## config.mk

```make
export PLATFORM = sky130hd
export DESIGN_NAME = salsa_back
export DESIGN_NICKNAME = d
export VERILOG_FILES = /design/src/sv/salsa_pkg.sv /design/src/sv/salsa_back.sv
export SDC_FILE = /design/constraint.sdc
export NUM_CORES = 1
export LEC_CHECK = 0
export BUFFER_PORTS_ARGS = -buffer_cell sky130_fd_sc_hd__buf_2
export CAP_MARGIN = 20
export CORE_AREA = 2 2 284 286
export CTS_CLUSTER_SIZE = 14
export DETAILED_ROUTE_END_ITERATION = 8
export DIE_AREA = 0 0 286 288
export PLACE_DENSITY_LB_ADDON = 0.25
export SLEW_MARGIN = 20
export SYNTH_ARGS = -nofsm -noshare
export SYNTH_HDL_FRONTEND = slang
export SYNTH_SLANG_ARGS = --single-unit
```

## constraint.sdc

```tcl
create_clock -name aclk -period 16.16 [get_ports aclk]
set_clock_uncertainty 0.2 [all_clocks]
set_input_delay 2.424 -clock aclk [delete_from_list [all_inputs] [get_ports aclk]]
set_output_delay 2.424 -clock aclk [all_outputs]
set_load 0.05 [all_outputs]
```

## src/sv/salsa_pkg.sv

```systemverilog
`default_nettype none
// ----------------------------------------------------------------------------
// Salsa20 package
// Shared types, constants and the round functions of the Salsa20 stream cipher.
// ----------------------------------------------------------------------------
package salsa_pkg;

    localparam int DOUBLE_ROUNDS_DEF = 10;
    localparam int WORDS_PER_BLOCK   = 8;
    localparam int SLOT_W            = $clog2(WORDS_PER_BLOCK);
    localparam int QUEUE_DEPTH       = 2;
    localparam int CFG_INDEX_W       = 3;

    localparam logic [31:0] SIGMA_0 = 32'h61707865;
    localparam logic [31:0] SIGMA_1 = 32'h3320646e;
    localparam logic [31:0] SIGMA_2 = 32'h79622d32;
    localparam logic [31:0] SIGMA_3 = 32'h6b206574;

    localparam logic [CFG_INDEX_W-1:0] CFG_KEY_PART_0 = 3'd0;
    localparam logic [CFG_INDEX_W-1:0] CFG_KEY_PART_1 = 3'd1;
    localparam logic [CFG_INDEX_W-1:0] CFG_KEY_PART_2 = 3'd2;
    localparam logic [CFG_INDEX_W-1:0] CFG_KEY_PART_3 = 3'd3;
    localparam logic [CFG_INDEX_W-1:0] CFG_NONCE      = 3'd4;

    typedef logic [15:0][31:0] salsa_state_t;

    typedef struct packed {
        logic [63:0] key_part_0;
        logic [63:0] key_part_1;
        logic [63:0] key_part_2;
        logic [63:0] key_part_3;
        logic [63:0] nonce;
    } salsa_cfg_t;

    typedef struct packed {
        logic [63:0]       data;
        logic [3:0]        valid_bytes;
        logic              last;
        logic [SLOT_W-1:0] slot;
        logic              new_block;
    } salsa_item_t;

    typedef struct packed {
        logic        start;
        logic [63:0] counter;
    } salsa_core_req_t;

    typedef enum logic [1:0] {
        CORE_IDLE,
        CORE_ROUND,
        CORE_FINAL
    } salsa_core_state_t;

    typedef enum logic {
        BACK_RUN,
        BACK_WAIT
    } salsa_back_state_t;

    function automatic logic [31:0] rotl(input logic [31:0] v, input int unsigned s);
        return (v << s) | (v >> (32 - s));
    endfunction

    function automatic salsa_state_t quarter(input salsa_state_t x, input int unsigned a,
                                             input int unsigned b, input int unsigned c,
                                             input int unsigned d);
        salsa_state_t y;
        logic [31:0]  t;
        y = x;
        t = y[a] + y[d];
        y[b] = y[b] ^ rotl(t, 7);
        t = y[b] + y[a];
        y[c] = y[c] ^ rotl(t, 9);
        t = y[c] + y[b];
        y[d] = y[d] ^ rotl(t, 13);
        t = y[d] + y[c];
        y[a] = y[a] ^ rotl(t, 18);
        return y;
    endfunction

    function automatic salsa_state_t double_round(input salsa_state_t x);
        salsa_state_t y;
        y = quarter(x, 0, 4, 8, 12);
        y = quarter(y, 5, 9, 13, 1);
        y = quarter(y, 10, 14, 2, 6);
        y = quarter(y, 15, 3, 7, 11);
        y = quarter(y, 0, 1, 2, 3);
        y = quarter(y, 5, 6, 7, 4);
        y = quarter(y, 10, 11, 8, 9);
        y = quarter(y, 15, 12, 13, 14);
        return y;
    endfunction

    function automatic salsa_state_t build_input(input salsa_cfg_t cfg,
                                                 input logic [63:0] counter);
        salsa_state_t w;
        w[0]  = SIGMA_0;
        w[1]  = cfg.key_part_0[31:0];
        w[2]  = cfg.key_part_0[63:32];
        w[3]  = cfg.key_part_1[31:0];
        w[4]  = cfg.key_part_1[63:32];
        w[5]  = SIGMA_1;
        w[6]  = cfg.nonce[31:0];
        w[7]  = cfg.nonce[63:32];
        w[8]  = counter[31:0];
        w[9]  = counter[63:32];
        w[10] = SIGMA_2;
        w[11] = cfg.key_part_2[31:0];
        w[12] = cfg.key_part_2[63:32];
        w[13] = cfg.key_part_3[31:0];
        w[14] = cfg.key_part_3[63:32];
        w[15] = SIGMA_3;
        return w;
    endfunction

endpackage
`default_nettype wire

```

## src/sv/salsa_back.sv

```systemverilog
`default_nettype none
// ----------------------------------------------------------------------------
// Salsa20 back end
// Takes queued words, requests a new keystream block where a word opens one,
// and XORs each word with its keystream slot into the output register.
// ----------------------------------------------------------------------------
module salsa_back (
    input  wire logic                     aclk,
    input  wire logic                     aresetn,
    input  wire logic                     q_valid,
    input  wire salsa_pkg::salsa_item_t   q_item,
    output logic                          q_pop,
    output salsa_pkg::salsa_core_req_t    core_req,
    input  wire logic                     core_done,
    input  wire salsa_pkg::salsa_state_t  core_keystream,
    output logic                          m_valid,
    input  wire logic                     m_ready,
    output logic [63:0]                   m_data_out,
    output logic [3:0]                    m_valid_bytes_out,
    output logic                          m_last_out
);

    salsa_pkg::salsa_back_state_t state_reg, state_next;
    logic [63:0]                  counter_reg, counter_next;
    logic                         pend_reg, pend_next;
    logic [7:0][63:0]             ks_reg, ks_next;
    logic                         m_valid_reg, m_valid_next;
    logic [63:0]                  data_reg, data_next;
    logic [3:0]                   vb_reg, vb_next;
    logic                         last_reg, last_next;
    logic                         out_free;
    logic [3:0]                   vb_clamped;
    logic [63:0]                  mask;

    assign out_free = !m_valid_reg || m_ready;
    assign vb_clamped = (q_item.valid_bytes > 4'd8) ? 4'd8 : q_item.valid_bytes;

    always_comb begin
        for (int b = 0; b < 8; b++) begin
            mask[8*b +: 8] = {8{4'(b) < vb_clamped}};
        end
    end

    always_comb begin
        state_next       = state_reg;
        counter_next     = counter_reg;
        pend_next        = pend_reg;
        ks_next          = ks_reg;
        m_valid_next     = m_valid_reg && !m_ready;
        data_next        = data_reg;
        vb_next          = vb_reg;
        last_next        = last_reg;
        q_pop            = 1'b0;
        core_req.start   = 1'b0;
        core_req.counter = counter_reg;
        unique case (state_reg)
            salsa_pkg::BACK_RUN: begin
                if (q_valid && q_item.new_block && !pend_reg) begin
                    core_req.start = 1'b1;
                    state_next     = salsa_pkg::BACK_WAIT;
                end else if (q_valid && out_free) begin
                    q_pop        = 1'b1;
                    pend_next    = 1'b0;
                    m_valid_next = 1'b1;
                    data_next    = (q_item.data ^ ks_reg[q_item.slot]) & mask;
                    vb_next      = q_item.valid_bytes;
                    last_next    = q_item.last;
                    if (q_item.last) begin
                        counter_next = '0;
                    end
                end
            end
            salsa_pkg::BACK_WAIT: begin
                if (core_done) begin
                    ks_next      = core_keystream;
                    counter_next = counter_reg + 64'd1;
                    pend_next    = 1'b1;
                    state_next   = salsa_pkg::BACK_RUN;
                end
            end
            default: begin
                state_next = salsa_pkg::BACK_RUN;
            end
        endcase
    end

    always_ff @(posedge aclk) begin
        if (!aresetn) begin
            state_reg   <= salsa_pkg::BACK_RUN;
            counter_reg <= '0;
            pend_reg    <= 1'b0;
            m_valid_reg <= 1'b0;
        end else begin
            state_reg   <= state_next;
            counter_reg <= counter_next;
            pend_reg    <= pend_next;
            m_valid_reg <= m_valid_next;
        end
    end

    always_ff @(posedge aclk) begin
        ks_reg   <= ks_next;
        data_reg <= data_next;
        vb_reg   <= vb_next;
        last_reg <= last_next;
    end

    assign m_valid           = m_valid_reg;
    assign m_data_out        = data_reg;
    assign m_valid_bytes_out = vb_reg;
    assign m_last_out        = last_reg;

endmodule
`default_nettype wire

```

* After elaboration in Yosys (flattened, before gate mapping)
Cells that the tools add are included.
** Cells by class
- Reductions and logical operators :: 12
- Equal/unequal tests :: 4
- Muxes and demuxes :: 22
- Bitwise operators :: 4
- Add/sub/neg operators :: 1
- Order comparisons :: 10
** Operators with widths (number)
- 2-to-1 mux 64 bit :: 5
- binary-select mux 64 bit (select 3 bit) :: 1
- one-hot mux 64 bit (2 select lines) :: 1
- adder 64 x 1 -> 64 bit, second input constant :: 1
- bitwise AND 64 bit :: 1
- bitwise XOR 64 bit :: 1
- < comparator 3 x 4 -> 1 bit, first input constant :: 4
- 2-to-1 mux 1 bit :: 12
- < comparator 1 x 4 -> 1 bit, first input constant :: 2
- < comparator 2 x 4 -> 1 bit, first input constant :: 2
- inequality test 2 bit, second input constant :: 4
- AND reduction 3 bit :: 2
- greater-than comparator 4 bit, second input constant :: 1
- logical AND 1 bit :: 4
- < comparator 3 x 4 -> 1 bit, second input constant :: 1
- 2-to-1 mux 4 bit :: 1
- one-hot mux 1 bit (2 select lines) :: 2
- AND reduction 4 bit :: 1
- zero test 1 bit :: 3
- NOT 1 bit :: 2
- AND reduction 2 bit :: 1
- logical OR 1 bit :: 1
** Word-level totals
- Bits of input ports :: 590
- Flip-flop bits (word level) :: 648
- Output and inout bits :: 136

* Depth between registers and ports, before layout
- Word-level depth :: 6
- Gate-level depth with buffers :: 9
- Depth with buffers taken out :: 6

* Worst setup path before layout
No wires, ideal clock.
- Path type :: input port to flip-flop
- Start :: input core_done
- End :: register counter_reg[2]
- Data arrival time :: 13434 ps
- Library setup time :: 67 ps
- Stages :: 5
- Buffers on the path :: 0
- Required time :: 15893 ps
- Slack :: 2458 ps
- Path through :: nand2_1 -> inv_1 -> nand2_1 -> xor2_1 -> nor2_1
** Between the ends
- Cells in the longest elaborated chain, start to end :: 2
** Ends and longest elaborated chain
- start, declared :: RTL line salsa_back.sv:14 : input wire logic core_done,
- inequality test 2 bit (no line)
- AND reduction 4 bit (no line)
- end signal, assigned :: RTL line salsa_back.sv:95 : counter_reg <= counter_next;
- end, declared :: RTL line salsa_back.sv:24 : logic [63:0] counter_reg, counter_next;
No other way between the ends.
A chain may end at the register's enable or synchronous reset.

* Worst setup path in the final report
- Start :: input core_done
- End :: register ks_reg[166] (netlist name), enable pin
** Between the ends
- Cells in the longest elaborated chain, start to end :: 1
** Ends and longest elaborated chain
- AND reduction 2 bit (no line)
- end signal, assigned :: RTL line salsa_back.sv:102 : ks_reg <= ks_next;
- end, declared :: RTL line salsa_back.sv:26 : logic [7:0][63:0] ks_reg, ks_next;
No other way between the ends.

==> results.yml <==
pwr:
  power_leakage_nw: 12.2
  combPwrFrac_pct: 7.3
  power.total_mw: 3.89
  power.clock.fraction_pct: 44.0
  share_seq_of_total_power_pct: 48.7
  power.switching_fraction_pct: 23.1
  pwr_per_cell_area_nw_per_um2: 118
  cellInternalPower_mw: 2.99
  peak_vdd_ir_mv: 0.0909
  net-switching-power_mw: 0.896
clock_network:
  clock_path_buffers: 3
  ctsResizeCount: 0
  cts_num_sinks: 648
  numCtsBuffers: 75
  cts_tree: "yes"
  postCtsSetupBuffers: 0
  cts_max_level: 3
  clock_tree.root_cell: "clkbuf_16"
  holdBufCountCts: 0
  insertion_delay_ns: 0.63
  cts.reportedPaths.clkPinSlew_ns: 0.06
yosys:
  syn_nets: 1945
  ys_seq_area_share_pct: 73.9
  yosys_reg_bits: 648
  synth.distinct_cells: 47
  synth-async-reset-ratio_pct: 0
  synth-main-ff-cell: "edfxtp_1"
  synth_area_um2: 25400
  synthCells: 1354
  synth_enable_flop_cells: 581
  syn-mean-instance-area_um2: 18.8
  yosys_warnings: 0
sta:
  rsz0062_at_grt: "no"
  finalSetupTns_ns: 0
  layout_worst_path_cycle_share_pct: 37.0
  final.hold.worst_slack_ns: 0.271
  report.final.setup_viol: 0
  final_max_slew_viol_count: 0
  relSlewSlack_pct: 26.6
  max_freq_mhz: 167
  timing_worst_slew_pin_value_ns: 1.10
  hold_violations: 0
  post_route_minimum_period_ns: 5.99
global_route:
  grt.overflow.total: 0
  first_global_vias: 16545
  grt_max_degree: 186
  groute.usage.overall_pct: 18.6
  grt_antenna_before_repair: 57
  grt_first_pass_wirelength_um: 111000
worst_setup_path:
  worstPathArrival_ns: 6.04
  buffering_stage_count_on_the_worst_path_with_inverters_included: 5
  rr_endpoint: "ks_reg[166]$_DFFE_PP_"
  cp_data_required_time_ns: 16.22
  r2r_start: "state_reg$_SDFF_PN0_"
  worstSetupPathType: "in -> reg"
  path_cells: "buf_2, nand2_1, inv_8, buf_4, buf_4, buf_4"
  critPathMaxStageDelay_ns: 0.95
  timing.critical_path.max_delay_family: "buffers and inverters"
  cpMostUsedCell: "buf_4"
  critical-path-slowest-cell: "buf_4"
  worst-r2r-cell-count: 5
  startpoint_type: "input pin"
  cp_endpoint_kind: "flip-flop"
  timing.critical_path.fanout_max: 118
  timing.reg2reg.setup_slack_ns: 11.67
floorplanning:
  placementRows: 104
  coreArea_um2: 79600
  io-pin-count: 726
  die_h_um: 288
  effective_utilization_at_floorplan_pct: 31.9
  dieArea_um2: 82400
  dieWidth_um: 286
min_path:
  type_of_the_tightest_min_delay_check: "reg -> reg"
  whs_endpoint: "counter_reg[63]$_SDFFE_PN0P_"
  hold_path_depth: 2
  hold_path.startpoint: "counter_reg[63]$_SDFFE_PN0P_"
place:
  dpl_cells: 3099
  gp_congestion: 0.842
  placement.io_buffers: 725
  hpwl_um: 58000
cells_and_area:
  largest_reg_flops: 512
  post_route_cells_drive_above_1_share_pct: 45.9
  finish.net_count: 2707
  final_cell_mix: "722 x buf_2, 581 x edfxtp_1, 128 x mux4_2, 90 x nor2_1"
  layout.cells.non_filler: 3254
  area_growth_pct: 29.4
  finalCoreUtilization_pct: 41.3
  most_common_library_cell_in_the_layout_ignoring_fill_and_taps: "buf_2"
detailed_routing:
  route.antenna.remaining_nets: 0
  drt-vias-per-instance: 4.85
  wirelength_um: 78200
  drt-pass1-iter-count: 5
  detailroute.via_count: 15784
  post-route-drc-count: 0
  route.detailed.wl_per_inst_um: 24.0
  detail_route.iter0.violations: 1042
flow_run:
  max_cap_viols: 0
run_status:
  status: "finished clean"
==> kinds of logic (layout without fill, tap and decap cells) <==
| logic type | Yosys count | count (layout) | synth area share (%) |
|---|---|---|---|
| DFF | 648 | 648 | 73.9 |
| and+or+nand+nor | 256 | 256 | 5.40 |
| muxes | 195 | 195 | 14.0 |
| AOI/OAI and AO/OA | 103 | 103 | 2.59 |
| xor gates and xnor gates | 86 | 86 | 2.96 |
| buffers and inverters | 65 | 886 | 1.08 |
| adders and majority gates | 1 | 1 | 0.0492 |
| other | 0 | 19 | 0 |
==> metal layers <==
metal  part of all wire [%]  GRT usage [%]
met1                     36           20.5
met3                    8.4           6.28
met4                    2.7           6.07
met5                   0.42              0
met2                     53           33.5
==> Yosys cell counts (12+ instances only) <==
| library cell | number | share of area [%] |
|---|---|---|
| edfxtp_1 | 581 | 69 |
| mux4_2 | 128 | 11 |
| nor2_1 | 91 | 1.3 |
| xor2_1 | 75 | 2.6 |
| dfxtp_1 | 67 | 5.3 |
| mux2i_1 | 67 | 2.6 |
| a21oi_1 | 37 | 0.73 |
| nand2_1 | 36 | 0.53 |
| clkbuf_1 | 31 | 0.46 |
| or4_1 | 21 | 0.62 |
| o21ai_0 | 19 | 0.37 |
| o2111ai_1 | 18 | 0.62 |
| nand4_1 | 17 | 0.42 |
| o31ai_1 | 17 | 0.50 |
| or3_1 | 17 | 0.42 |
| buf_2 | 16 | 0.32 |
| and2_1 | 12 | 0.30 |
| nand3_1 | 12 | 0.24 |
==> tightest hold or removal path: stages (launching register included) <==
cell	delay, ns
dfxtp_1	0.32
nand2_1	0.05
mux2i_1	0.05
==> layout make-up <==
cell class | count | area (um2)
fillers | 7393 | 46800
well taps | 1060 | 1330
multi-input cells | 641 | 6380
diodes | 19 | 47.5
repair buffers | 740 | 3770
inverters | 10 | 45.0
clock inverters | 45 | 576
clock buffers | 91 | 1950
flip-flops and latches | 648 | 18800
==> worst max-delay path by stage <==
stage	to	from	cells after the start	slack, ns
after floorplan	counter_reg[2]$_SDFFE_PN0P_	core_done	5	2.46
after global placement	ks_reg[166]$_DFFE_PP_	core_done	6	9.67
after detailed placement	ks_reg[426]$_DFFE_PP_	core_done	6	9.49
after CTS	ks_reg[166]$_DFFE_PP_	core_done	6	10.19
after global routing	ks_reg[39]$_DFFE_PP_	core_done	6	9.93
final	ks_reg[166]$_DFFE_PP_	core_done	6	10.17
==> power groups by stage <==
stage,clock (mW),combinational [mW],sequential (mW)
2_1_floorplan,0,0.117,1.98
3_3_place_gp,0,0.287,1.93
3_5_place_dp,0,0.291,1.93
5_1_grt,1.82,0.310,1.90
6_report,1.71,0.285,1.89
4_1_cts,1.75,0.291,1.89
==> per-stage QoR <==
stage                     instance area, um2  setup WS [ns]
after global routing                   32900           9.93
after detailed placement               30300           9.49
after global placement                 30300           9.67
final                                  32900          10.17
after floorplan                        25400           2.46
after CTS                              32800          10.19
Power figures use the tool's default switching activity.
