[src/sv/salsa_pkg.sv]
`default_nettype none
// ----------------------------------------------------------------------------
// Salsa20 package
// Shared types, constants and the round functions of the Salsa20 stream cipher.
// ----------------------------------------------------------------------------
package salsa_pkg;

    localparam int DOUBLE_ROUNDS_DEF = 10;
    localparam int WORDS_PER_BLOCK   = 8;
    localparam int SLOT_W            = $clog2(WORDS_PER_BLOCK);
    localparam int QUEUE_DEPTH       = 2;
    localparam int CFG_INDEX_W       = 3;

    localparam logic [31:0] SIGMA_0 = 32'h61707865;
    localparam logic [31:0] SIGMA_1 = 32'h3320646e;
    localparam logic [31:0] SIGMA_2 = 32'h79622d32;
    localparam logic [31:0] SIGMA_3 = 32'h6b206574;

    localparam logic [CFG_INDEX_W-1:0] CFG_KEY_PART_0 = 3'd0;
    localparam logic [CFG_INDEX_W-1:0] CFG_KEY_PART_1 = 3'd1;
    localparam logic [CFG_INDEX_W-1:0] CFG_KEY_PART_2 = 3'd2;
    localparam logic [CFG_INDEX_W-1:0] CFG_KEY_PART_3 = 3'd3;
    localparam logic [CFG_INDEX_W-1:0] CFG_NONCE      = 3'd4;

    typedef logic [15:0][31:0] salsa_state_t;

    typedef struct packed {
        logic [63:0] key_part_0;
        logic [63:0] key_part_1;
        logic [63:0] key_part_2;
        logic [63:0] key_part_3;
        logic [63:0] nonce;
    } salsa_cfg_t;

    typedef struct packed {
        logic [63:0]       data;
        logic [3:0]        valid_bytes;
        logic              last;
        logic [SLOT_W-1:0] slot;
        logic              new_block;
    } salsa_item_t;

    typedef struct packed {
        logic        start;
        logic [63:0] counter;
    } salsa_core_req_t;

    typedef enum logic [1:0] {
        CORE_IDLE,
        CORE_ROUND,
        CORE_FINAL
    } salsa_core_state_t;

    typedef enum logic {
        BACK_RUN,
        BACK_WAIT
    } salsa_back_state_t;

    function automatic logic [31:0] rotl(input logic [31:0] v, input int unsigned s);
        return (v << s) | (v >> (32 - s));
    endfunction

    function automatic salsa_state_t quarter(input salsa_state_t x, input int unsigned a,
                                             input int unsigned b, input int unsigned c,
                                             input int unsigned d);
        salsa_state_t y;
        logic [31:0]  t;
        y = x;
        t = y[a] + y[d];
        y[b] = y[b] ^ rotl(t, 7);
        t = y[b] + y[a];
        y[c] = y[c] ^ rotl(t, 9);
        t = y[c] + y[b];
        y[d] = y[d] ^ rotl(t, 13);
        t = y[d] + y[c];
        y[a] = y[a] ^ rotl(t, 18);
        return y;
    endfunction

    function automatic salsa_state_t double_round(input salsa_state_t x);
        salsa_state_t y;
        y = quarter(x, 0, 4, 8, 12);
        y = quarter(y, 5, 9, 13, 1);
        y = quarter(y, 10, 14, 2, 6);
        y = quarter(y, 15, 3, 7, 11);
        y = quarter(y, 0, 1, 2, 3);
        y = quarter(y, 5, 6, 7, 4);
        y = quarter(y, 10, 11, 8, 9);
        y = quarter(y, 15, 12, 13, 14);
        return y;
    endfunction

    function automatic salsa_state_t build_input(input salsa_cfg_t cfg,
                                                 input logic [63:0] counter);
        salsa_state_t w;
        w[0]  = SIGMA_0;
        w[1]  = cfg.key_part_0[31:0];
        w[2]  = cfg.key_part_0[63:32];
        w[3]  = cfg.key_part_1[31:0];
        w[4]  = cfg.key_part_1[63:32];
        w[5]  = SIGMA_1;
        w[6]  = cfg.nonce[31:0];
        w[7]  = cfg.nonce[63:32];
        w[8]  = counter[31:0];
        w[9]  = counter[63:32];
        w[10] = SIGMA_2;
        w[11] = cfg.key_part_2[31:0];
        w[12] = cfg.key_part_2[63:32];
        w[13] = cfg.key_part_3[31:0];
        w[14] = cfg.key_part_3[63:32];
        w[15] = SIGMA_3;
        return w;
    endfunction

endpackage
`default_nettype wire

[src/sv/salsa_front.sv]
`default_nettype none
// ----------------------------------------------------------------------------
// Salsa20 front end
// Accepts message words, tags each with its keystream slot and whether it
// opens a new block, and queues them for the back end.
// ----------------------------------------------------------------------------
module salsa_front (
    input  wire logic                  aclk,
    input  wire logic                  aresetn,
    input  wire logic                  s_valid,
    output logic                       s_ready,
    input  wire logic [63:0]           s_data_in,
    input  wire logic [3:0]            s_valid_bytes,
    input  wire logic                  s_last,
    output logic                       q_valid,
    output salsa_pkg::salsa_item_t     q_item,
    input  wire logic                  q_pop
);

    localparam int DEPTH = salsa_pkg::QUEUE_DEPTH;
    localparam int PTR_W = (DEPTH > 1) ? $clog2(DEPTH) : 1;
    localparam int CNT_W = $clog2(DEPTH + 1);

    salsa_pkg::salsa_item_t          item_reg [DEPTH];
    logic [PTR_W-1:0]                wr_ptr_reg, wr_ptr_next;
    logic [PTR_W-1:0]                rd_ptr_reg, rd_ptr_next;
    logic [CNT_W-1:0]                count_reg, count_next;
    logic [salsa_pkg::SLOT_W-1:0]    pos_reg, pos_next;
    logic                            push;
    logic                            pop;
    salsa_pkg::salsa_item_t          new_item;

    assign s_ready = (count_reg != CNT_W'(DEPTH));
    assign push    = s_valid && s_ready;
    assign pop     = q_pop && q_valid;
    assign q_valid = (count_reg != '0);
    assign q_item  = item_reg[rd_ptr_reg];

    always_comb begin
        new_item.data        = s_data_in;
        new_item.valid_bytes = s_valid_bytes;
        new_item.last        = s_last;
        new_item.slot        = pos_reg;
        new_item.new_block   = (pos_reg == '0);

        pos_next    = pos_reg;
        wr_ptr_next = wr_ptr_reg;
        rd_ptr_next = rd_ptr_reg;
        count_next  = count_reg;
        if (push) begin
            pos_next    = s_last ? '0 : pos_reg + 1'b1;
            wr_ptr_next = (wr_ptr_reg == PTR_W'(DEPTH - 1)) ? '0 : wr_ptr_reg + 1'b1;
        end
        if (pop) begin
            rd_ptr_next = (rd_ptr_reg == PTR_W'(DEPTH - 1)) ? '0 : rd_ptr_reg + 1'b1;
        end
        if (push && !pop) begin
            count_next = count_reg + 1'b1;
        end else if (pop && !push) begin
            count_next = count_reg - 1'b1;
        end
    end

    always_ff @(posedge aclk) begin
        if (!aresetn) begin
            pos_reg    <= '0;
            wr_ptr_reg <= '0;
            rd_ptr_reg <= '0;
            count_reg  <= '0;
        end else begin
            pos_reg    <= pos_next;
            wr_ptr_reg <= wr_ptr_next;
            rd_ptr_reg <= rd_ptr_next;
            count_reg  <= count_next;
        end
    end

    always_ff @(posedge aclk) begin
        if (push) begin
            item_reg[wr_ptr_reg] <= new_item;
        end
    end

endmodule
`default_nettype wire

[config.mk]
export PLATFORM = sky130hd
export DESIGN_NAME = salsa_front
export DESIGN_NICKNAME = d
export VERILOG_FILES = /design/src/sv/salsa_pkg.sv /design/src/sv/salsa_front.sv
export SDC_FILE = /design/constraint.sdc
export NUM_CORES = 1
export LEC_CHECK = 0
export BUFFER_PORTS_ARGS = -buffer_cell sky130_fd_sc_hd__buf_2
export CAP_MARGIN = 20
export CORE_MARGIN = 2
export CORE_UTILIZATION = 45
export CTS_CLUSTER_DIAMETER = 60
export DETAILED_ROUTE_END_ITERATION = 8
export PLACE_DENSITY_LB_ADDON = 0.25
export SLEW_MARGIN = 20
export SYNTH_ARGS = -nofsm -noshare
export SYNTH_HDL_FRONTEND = slang
export SYNTH_SLANG_ARGS = --single-unit
export TNS_END_PERCENT = 30
[constraint.sdc]
create_clock -name aclk -period 3.2 [get_ports aclk]
set_input_delay 0.32 -clock aclk [delete_from_list [all_inputs] [get_ports aclk]]
set_output_delay 0.32 -clock aclk [all_outputs]
set_load 0.005 [all_outputs]
* Word level (Yosys, flattened, before mapping) *
Memory sizes are Yosys's and may differ from the RTL's. A register that Yosys moved wholly into a read port is not among the register bits.
Index checks and enable logic that the tools add are counted.

word-level totals
  flip-flop bits (word level) = 7
  memory bits (writable) = 146
  input bits = 73
  output and inout bits = 75
  word-level logic and storage cells = 29
  memories kept = 1

memories
  memory    depth  width  read ports  clocked after memory_dff  wr ports  RTL line           RTL
  item_reg  2      73     1           1                         1         salsa_front.sv:24  salsa_pkg::salsa_item_t item_reg [DEPTH];

operators by class
  add/subtract/negate cells = 5
  equality and inequality tests = 1
  muxes and demuxes = 9
  reduce and logical (&&, ||, !) cells = 9

operator list
  operator                                                            count
  1-bit two-way mux                                                   6
  1-bit logical AND                                                   4
  2-bit two-way mux                                                   2
  2-bit nonzero test                                                  2
  3-bit by 1-bit adder with 3-bit output, second input constant       1
  3-bit logical NOT                                                   1
  3-bit two-way mux                                                   1
  1-bit adder, second input constant                                  2
  2-bit by 1-bit adder with 2-bit output, second input constant       1
  1-bit logical NOT                                                   2
  2-bit inequality test, second input constant                        1
  2-bit by 1-bit subtractor with 2-bit output, second input constant  1

* Depth between registers and ports, before layout *
Gate-level depths: netlist (run 1).

  depth after elaboration = 6
  mapped depth = 8
  gate-level depth less buffers = 8

* Least setup slack after synthesis (run 1) *
OpenSTA, ideal clock, no wires.

  path type = register -> register
  start = register count_reg[1]
  end = memory item_reg[1][0] in the netlist's numbering, enable pin
  setup time = 439 ps
  arrival = 2362 ps
  data required time = 2761 ps
  path slack = 398 ps
  stages on the path, launching flop included = 4
  path buffers = 0
  cell sequence = dfxtp_1 nor2b_2 inv_1 and3_1

between the ends
  word-level cells in the longest chain between the ends = 4

RTL lines
  what                                     RTL line           RTL
  start, declared                          salsa_front.sv:27  logic [CNT_W-1:0] count_reg, count_next;
  start signal, assigned                   salsa_front.sv:74  count_reg <= count_next;
  2-bit inequality test                    salsa_front.sv:33  assign s_ready = (count_reg != CNT_W'(DEPTH));
  named net s_ready                        salsa_front.sv:11  output logic s_ready,
  1-bit logical AND                        salsa_front.sv:34  assign push = s_valid && s_ready;
  1-bit two-way mux                        salsa_front.sv:79  if (push) begin
  1-bit two-way mux (implied by the code)  salsa_front.sv:80  item_reg[wr_ptr_reg] <= new_item;
  end, declared                            salsa_front.sv:24

The timed path passes the listed nets, and every way through them passes these cells.

==> results.py, run 1 <==
metrics = {
    "outcome": {
        "outcome": "completed",
    },
    "route": {
        "firstDrtPassIters": 4,
        "vias": 2955,
        "drcViolationCount": 0,
        "drt_iter0_markers": 154,
        "drtAntennaViolNets": 0,
        "wl_um": 9910,
        "routedWlPerCell_um": 16.2,
        "vias_per_cell": 4.82,
    },
    "pwr": {
        "power.total_mw": 5.40,
        "swShare_pct": 24.3,
        "p_seq_share_pct": 50.1,
        "irDropWorstVdd_uv": 525,
        "power.switching_mw": 1.31,
        "p_comb_share_pct": 19.3,
        "p_leak_nw": 2.62,
        "internal_power_mw": 4.09,
        "power.density_nw_per_um2": 761,
        "p_clk_share_pct": 30.6,
    },
    "die": {
        "dieWidth_um": 116,
        "core-area_um2": 12200,
        "dieArea_um2": 13500,
        "die_h_um": 116,
        "design.portCount": 148,
        "initial_core_util_pct": 46.5,
        "rows": 40,
    },
    "critical_path": {
        "reg2reg_depth": 4,
        "crit_path_end": "q_item[32]",
        "worstSetupEndpointType": "output pin",
        "cp-start-kind": "flip-flop",
        "r2r-start": "count_reg[0]",
        "worst_ep_arrival_time_ns": 2.01,
        "required_ns": 2.88,
        "r2r_setup_slack_ns": 1.27,
        "cp_max_fo": 73,
        "criticalPathCategory": "flip-flop to output pin",
        "worstReg2RegEnd": "item_reg[0][55]",
    },
    "synthesis": {
        "yosys.area.top_type": "edfxtp_1",
        "ys_types": 24,
        "syn-cell-area_um2": 5660,
        "synth_fp_nets": 349,
        "synth_area_leaders": "edfxtp_1, mux2_2, dfxtp_1, buf_2, ha_1",
        "synth_cells": 273,
        "yosysWarnings": 0,
        "syn_avg_cell_area_um2": 20.7,
        "synth_top_area_share_pct": 77.5,
        "ys_ff_latch": 154,
        "ys_seq_area_share_pct": 80.4,
    },
    "run": {
        "cap_violations": 0,
    },
    "place": {
        "placed_area_um2": 6610,
        "placed_cells": 582,
        "dp_hpwl_um": 6190,
        "io_buffers": 147,
        "gp_congestion": 0.738,
    },
    "worst_hold_path": {
        "hp-class": "input pin to flip-flop",
    },
    "clock_network": {
        "clock_latency_ns": 0.41,
        "clock-sinks": 154,
        "postCtsSetupRepairBufs": 0,
        "cts_buffers": 17,
        "ctsHoldBuffers": 0,
        "cts_buffer_depth": 2,
        "cts_max_level": 4,
        "cts_tree": "yes",
        "ctsResizeCount": 0,
        "clk_pin_slew_ns": 0.06,
        "cts-root-buf": "clkbuf_16",
    },
    "grt": {
        "antenna_found_initial": 1,
        "grt_pass1_wl_um": 14800,
        "grt_pass1_vias": 3034,
        "track_usage_pct": 15.2,
        "grt-ovfl-total": 0,
        "grt_max_degree": 74,
    },
    "timing": {
        "finalCritPeriodShare_pct": 72.7,
        "finalCriticalPeriod_ns": 2.33,
        "skew_ns": 0.00427,
        "setup_tns_ns": 0,
        "drv_slew": 0,
        "finalHoldViolCount": 0,
        "max_freq_mhz": 430,
        "max_slew_margin_pct": 33.3,
        "whs_ns": 0.100,
        "worst_slew_pin_slew_ns": 1.00,
        "setup_viol": 0,
        "rsz0062_at_grt": "no",
    },
    "cells_and_area": {
        "syn_to_final_growth_pct": 25.4,
        "instances_no_fill": 613,
        "fin_nets": 509,
        "largest_reg_flops": 146,
        "stdcell_area_um2": 7090,
        "drive_above_1_share_pct": 55.4,
    },
}
==> layout by cell type, fill, tap and decap left out, types with 2 or more instances in the layout <==
master / count
buf_2: 147
clkbuf_16: 17
and2_1: 3
nand2_1: 2
edfxtp_1: 146
inv_1: 5
mux2_2: 73
clkinv_1: 3
o21ai_0: 5
a21boi_0: 3
ha_1: 3
buf_12: 2
or3_1: 2
xnor2_1: 2
clkinv_2: 2
dfxtp_1: 7
clkbuf_1: 8
==> critical path: stages, from the launching register on <==
cell	delay, ns
dfxtp_4	0.99
mux2_2	0.43
buf_2	0.13
==> cells in the mapped netlist, drive strengths merged <==
library cell	number
edfxtp	146
mux2	73
buf	8
dfxtp	8
inv	6
o21ai	5
a21boi	4
and2	3
ha	3
nand2	2
nor2b	2
or3	2
xnor2	2
and3	1
nand3b	1
nand4b	1
nor2	1
nor3	1
o32ai	1
or2	1
or4	1
xor2	1
==> routing by layer <==
layer / vias to the layer above / share of wire (%) / global-route usage (%)
met5: - / 0 / 0
met4: 0 / 1.9 / 7.70
met3: 17 / 7.6 / 5.45
met2: 100 / 52 / 26.1
met1: 1451 / 39 / 16.6
li1: 1387 / - / -
==> worst min-delay path by stage <==
| stage | cells after the start | slack, ns | startpoint | end |
|---|---|---|---|---|
| 3_5_place_dp | 0 | 0.50 | pos_reg[2] | item_reg[0][3] |
| 6_report | 1 | 0.10 | s_data_in[27] | item_reg[1][36] |
| 5_1_grt | 1 | 0.08 | s_data_in[10] | item_reg[1][19] |
| 2_1_floorplan | 0 | 0.42 | s_data_in[1] | item_reg[0][10] |
| 3_3_place_gp | 0 | 0.49 | pos_reg[2] | item_reg[0][3] |
| 4_1_cts | 1 | 0.08 | s_data_in[37] | item_reg[1][46] |
==> layout make-up <==
type	count	area (µm²)
diodes	1	2.50
clock buffers	25	455
clock inverters	5	23.8
fillers	971	5070
inverters	6	23.8
multi-input cells	105	1050
flip-flops and latches	154	4550
well taps	168	210
repair buffers	149	776
==> kinds of logic after synthesis <==
| logic type | share of synthesized area (%) |
|---|---|
| adders and majority gates | 0.664 |
| AOI/OAI and AO/OA | 1.13 |
| DFF | 80.4 |
| muxes | 14.5 |
| buffers and inverters | 1.11 |
| xor gates and xnor gates | 0.465 |
| and+or+nand+nor | 1.75 |
==> power by group through the flow <==
stage	Clock, mW	Combinational, mW	Sequential (mW)
floorplan	0	0.711	2.61
finish	1.65	1.04	2.71
global route	1.77	1.15	2.75
detailed placement	0	1.06	2.76
global placement	0	1.06	2.74
CTS	1.70	1.07	2.72
==> through the flow <==
step                      worst slack [ns]  util [%]
after detailed placement              1.22      54.4
after floorplan                      0.398         -
final                                0.875      58.3
after global placement                1.25      54.4
after CTS                            0.808      58.3
after global routing                 0.750      58.3
Note: power is estimated with default switching activity, not from simulation.
==> run 2: changes to the inputs <==
--- a/config.mk
+++ b/config.mk
@@ -5,6 +5,7 @@
 export SDC_FILE = /design/constraint.sdc
 export NUM_CORES = 1
 export LEC_CHECK = 0
+export ABC_AREA = 1
 export BUFFER_PORTS_ARGS = -buffer_cell sky130_fd_sc_hd__buf_2
 export CAP_MARGIN = 20
 export CORE_MARGIN = 2
==> constraint.sdc (replaced) <==
create_clock -name aclk -period 2.2 [get_ports aclk]
set_input_delay 0.22 -clock aclk [delete_from_list [all_inputs] [get_ports aclk]]
set_output_delay 0.22 -clock aclk [all_outputs]
set_load 0.005 [all_outputs]
==> run 2 against run 1 <==
  * Non-clock buffer count rose by 74
  * Via count grew 11%
  * Sequential share of layout area is 8.9 points lower
  * Core utilization increased by 4.1 points
  * Sequential power grew 43%
  * Critical path type unchanged
  * Hold slack got worse by 0.075 ns
  * Clock-buffer cell count down 5
  * Power rose by 62%
==> results.py, run 2 <==
metrics = {
    "outcome": {
        "outcome": "completed",
    },
    "place": {
        "io_buffers": 147,
        "dp_hpwl_um": 6690,
        "gp_congestion": 0.775,
    },
    "die": {
        "core-area_um2": 13200,
        "dieWidth_um": 120,
        "design.portCount": 148,
        "die_h_um": 120,
        "rows": 42,
        "initial_core_util_pct": 45.8,
        "dieArea_um2": 14400,
    },
    "pwr": {
        "irDropWorstVdd_uv": 475,
        "power.total_mw": 8.72,
        "p_leak_nw": 3.29,
        "power.density_nw_per_um2": 1060,
    },
    "clock_network": {
        "ctsHoldBuffers": 68,
        "cts_tree": "yes",
        "clk_pin_slew_ns": 0.06,
        "ctsResizeCount": 0,
        "cts_buffers": 17,
        "clock_latency_ns": 0.42,
        "cts_buffer_depth": 2,
        "cts_max_level": 4,
        "cts-root-buf": "clkbuf_16",
        "clock-sinks": 154,
        "postCtsSetupRepairBufs": 0,
    },
    "worst_hold_path": {
        "holdPathStages": 1,
        "hp-class": "input pin to flip-flop",
    },
    "synthesis": {
        "ys_seq_area_share_pct": 75.2,
        "synth_area_leaders": "edfxtp_1, mux2_4, dfxtp_1, buf_12, inv_1",
        "synth-edff-count": 146,
        "synth_cells": 287,
        "ys_types": 18,
        "yosysWarnings": 0,
        "ys_ff_latch": 154,
        "synth_fp_nets": 363,
        "synth_async_sr_flop_share_pct": 0,
        "synth_top_area_share_pct": 72.6,
        "synth_ff_type": "edfxtp_1",
        "yosysMostFrequentCell": "edfxtp_1",
        "syn-cell-area_um2": 6040,
        "syn_avg_cell_area_um2": 21.0,
        "yosys.area.top_type": "edfxtp_1",
        "ys_top_cells_by_count": "edfxtp_1, mux2_4, inv_1",
    },
    "timing": {
        "finalCriticalPeriod_ns": 1.97,
        "max_freq_mhz": 507,
        "rsz0062_at_grt": "no",
        "worst_slew_pin_slew_ns": 0.457,
        "setup_viol": 0,
        "finalCritPeriodShare_pct": 89.7,
        "whs_ns": 0.0258,
        "max_slew_margin_pct": 69.5,
        "drv_slew": 0,
        "finalHoldViolCount": 0,
        "skew_ns": 0.0116,
    },
    "cells_and_area": {
        "syn_to_final_growth_pct": 36.3,
        "num_antenna_cells": 0,
        "num-fill-cells": 963,
        "drive_above_1_share_pct": 47.9,
        "final_common_cell": "buf_2",
        "fin_nets": 597,
        "layout_common_cells": "buf_2, edfxtp_1, mux2_4, dlygate4sd3_1, clkbuf_16",
        "largest_reg_flops": 146,
    },
    "route": {
        "drcViolationCount": 0,
        "vias_per_cell": 4.62,
        "firstDrtPassIters": 4,
        "wl_um": 10700,
        "vias": 3277,
        "drtAntennaViolNets": 0,
        "drt_iter0_markers": 210,
        "routedWlPerCell_um": 15.0,
    },
    "run": {
        "cap_violations": 0,
    },
    "grt": {
        "grt_pass1_wl_um": 16700,
        "grt-ovfl-total": 0,
        "antenna_found_initial": 0,
        "grt_max_degree": 58,
        "track_usage_pct": 15.5,
        "grt_pass1_vias": 3460,
    },
    "critical_path": {
        "cp-start-kind": "flip-flop",
        "path_delay_family": "flip-flops",
        "required_ns": 1.98,
        "crit_chain": "buf_12 -> mux2_4 -> buf_2",
        "worstSetupEndpointType": "output pin",
        "slowest_delay_ns": 0.58,
        "path_depth": 3,
        "worst_ep_arrival_time_ns": 1.75,
        "criticalPathCategory": "flip-flop to output pin",
        "crit_buf_inv": 2,
        "slowest_stage": "dfxtp_4",
        "reg2reg_depth": 5,
        "cp_max_fo": 25,
    },
}
==> run 2: cell types whose count changed in the layout (fill, tap and decap cells not counted), sizes merged, moves of 5 or more <==
cell,previous run,this run
buf,149,155
nor2,1,11
clkbuf,25,20
nand2,2,13
dlygate4sd3,0,68
inv,5,13
==> run 2: layer usage <==
metal / global-route usage, % / routed length, µm
met1: 18.4 / 4560
met2: 25.5 / 5260
met3: 5.09 / 665
met4: 7.43 / 193
met5: 0 / 0
==> run 2: cell type report <==
class	instances	area, µm²	area share (%)
well taps	176	220	2.67
inverters	13	48.8	0.593
repair buffers	223	1540	18.7
multi-input cells	112	1310	15.9
clock buffers	20	437	5.30
flip-flops and latches	154	4550	55.2
clock inverters	12	130	1.58
==> run 2: through the flow <==
| stage | instances | util [%] | TNS, ns | setup slack [ns] | instance area [µm²] |
|---|---|---|---|---|---|
| floorplan | 287 | - | -104.79 | -0.718 | 6050 |
| global placement | 610 | 53.0 | 0 | 0.655 | 6990 |
| detailed placement | 610 | 53.0 | 0 | 0.590 | 6990 |
| CTS | 710 | 62.4 | 0 | 0.192 | 8230 |
| global route | 710 | 62.4 | 0 | 0.154 | 8230 |
| finish | 710 | 62.4 | 0 | 0.226 | 8230 |
==> run 2: logic make-up after synthesis <==
family	count (synthesis)	synth area share, %
fa+ha+maj	3	0.621
simple gates	29	2.22
compound gates	7	0.663
buf+inv	21	3.31
mux	73	18.0
flops	154	75.2
==> run 2: worst reg2reg max path: stages (launching register included) <==
cell and delay, ns:
dfxtp_1 0.35, inv_1 0.11, nand2_4 0.11, nand2_4 0.10, nor2_4 0.13, buf_4 0.43
==> run 2: final timing paths <==
path	end	slack (ns)	start
max	q_item[39]	0.23	flip-flop
min reg2reg	item_reg[1][2]	0.51	pos_reg[1]
max reg2reg	item_reg[0][32]	0.61	count_reg[0]
min	item_reg[0][4]	0.03	s_last
==> run 2: where the power goes <==
group / total [mW] / internal [mW] / switching (mW)
clock: 2.80 / 1.75 / 1.04
combinational: 2.05 / 1.16 / 0.894
sequential: 3.87 / 3.71 / 0.167
total: 8.72 / 6.62 / 2.10
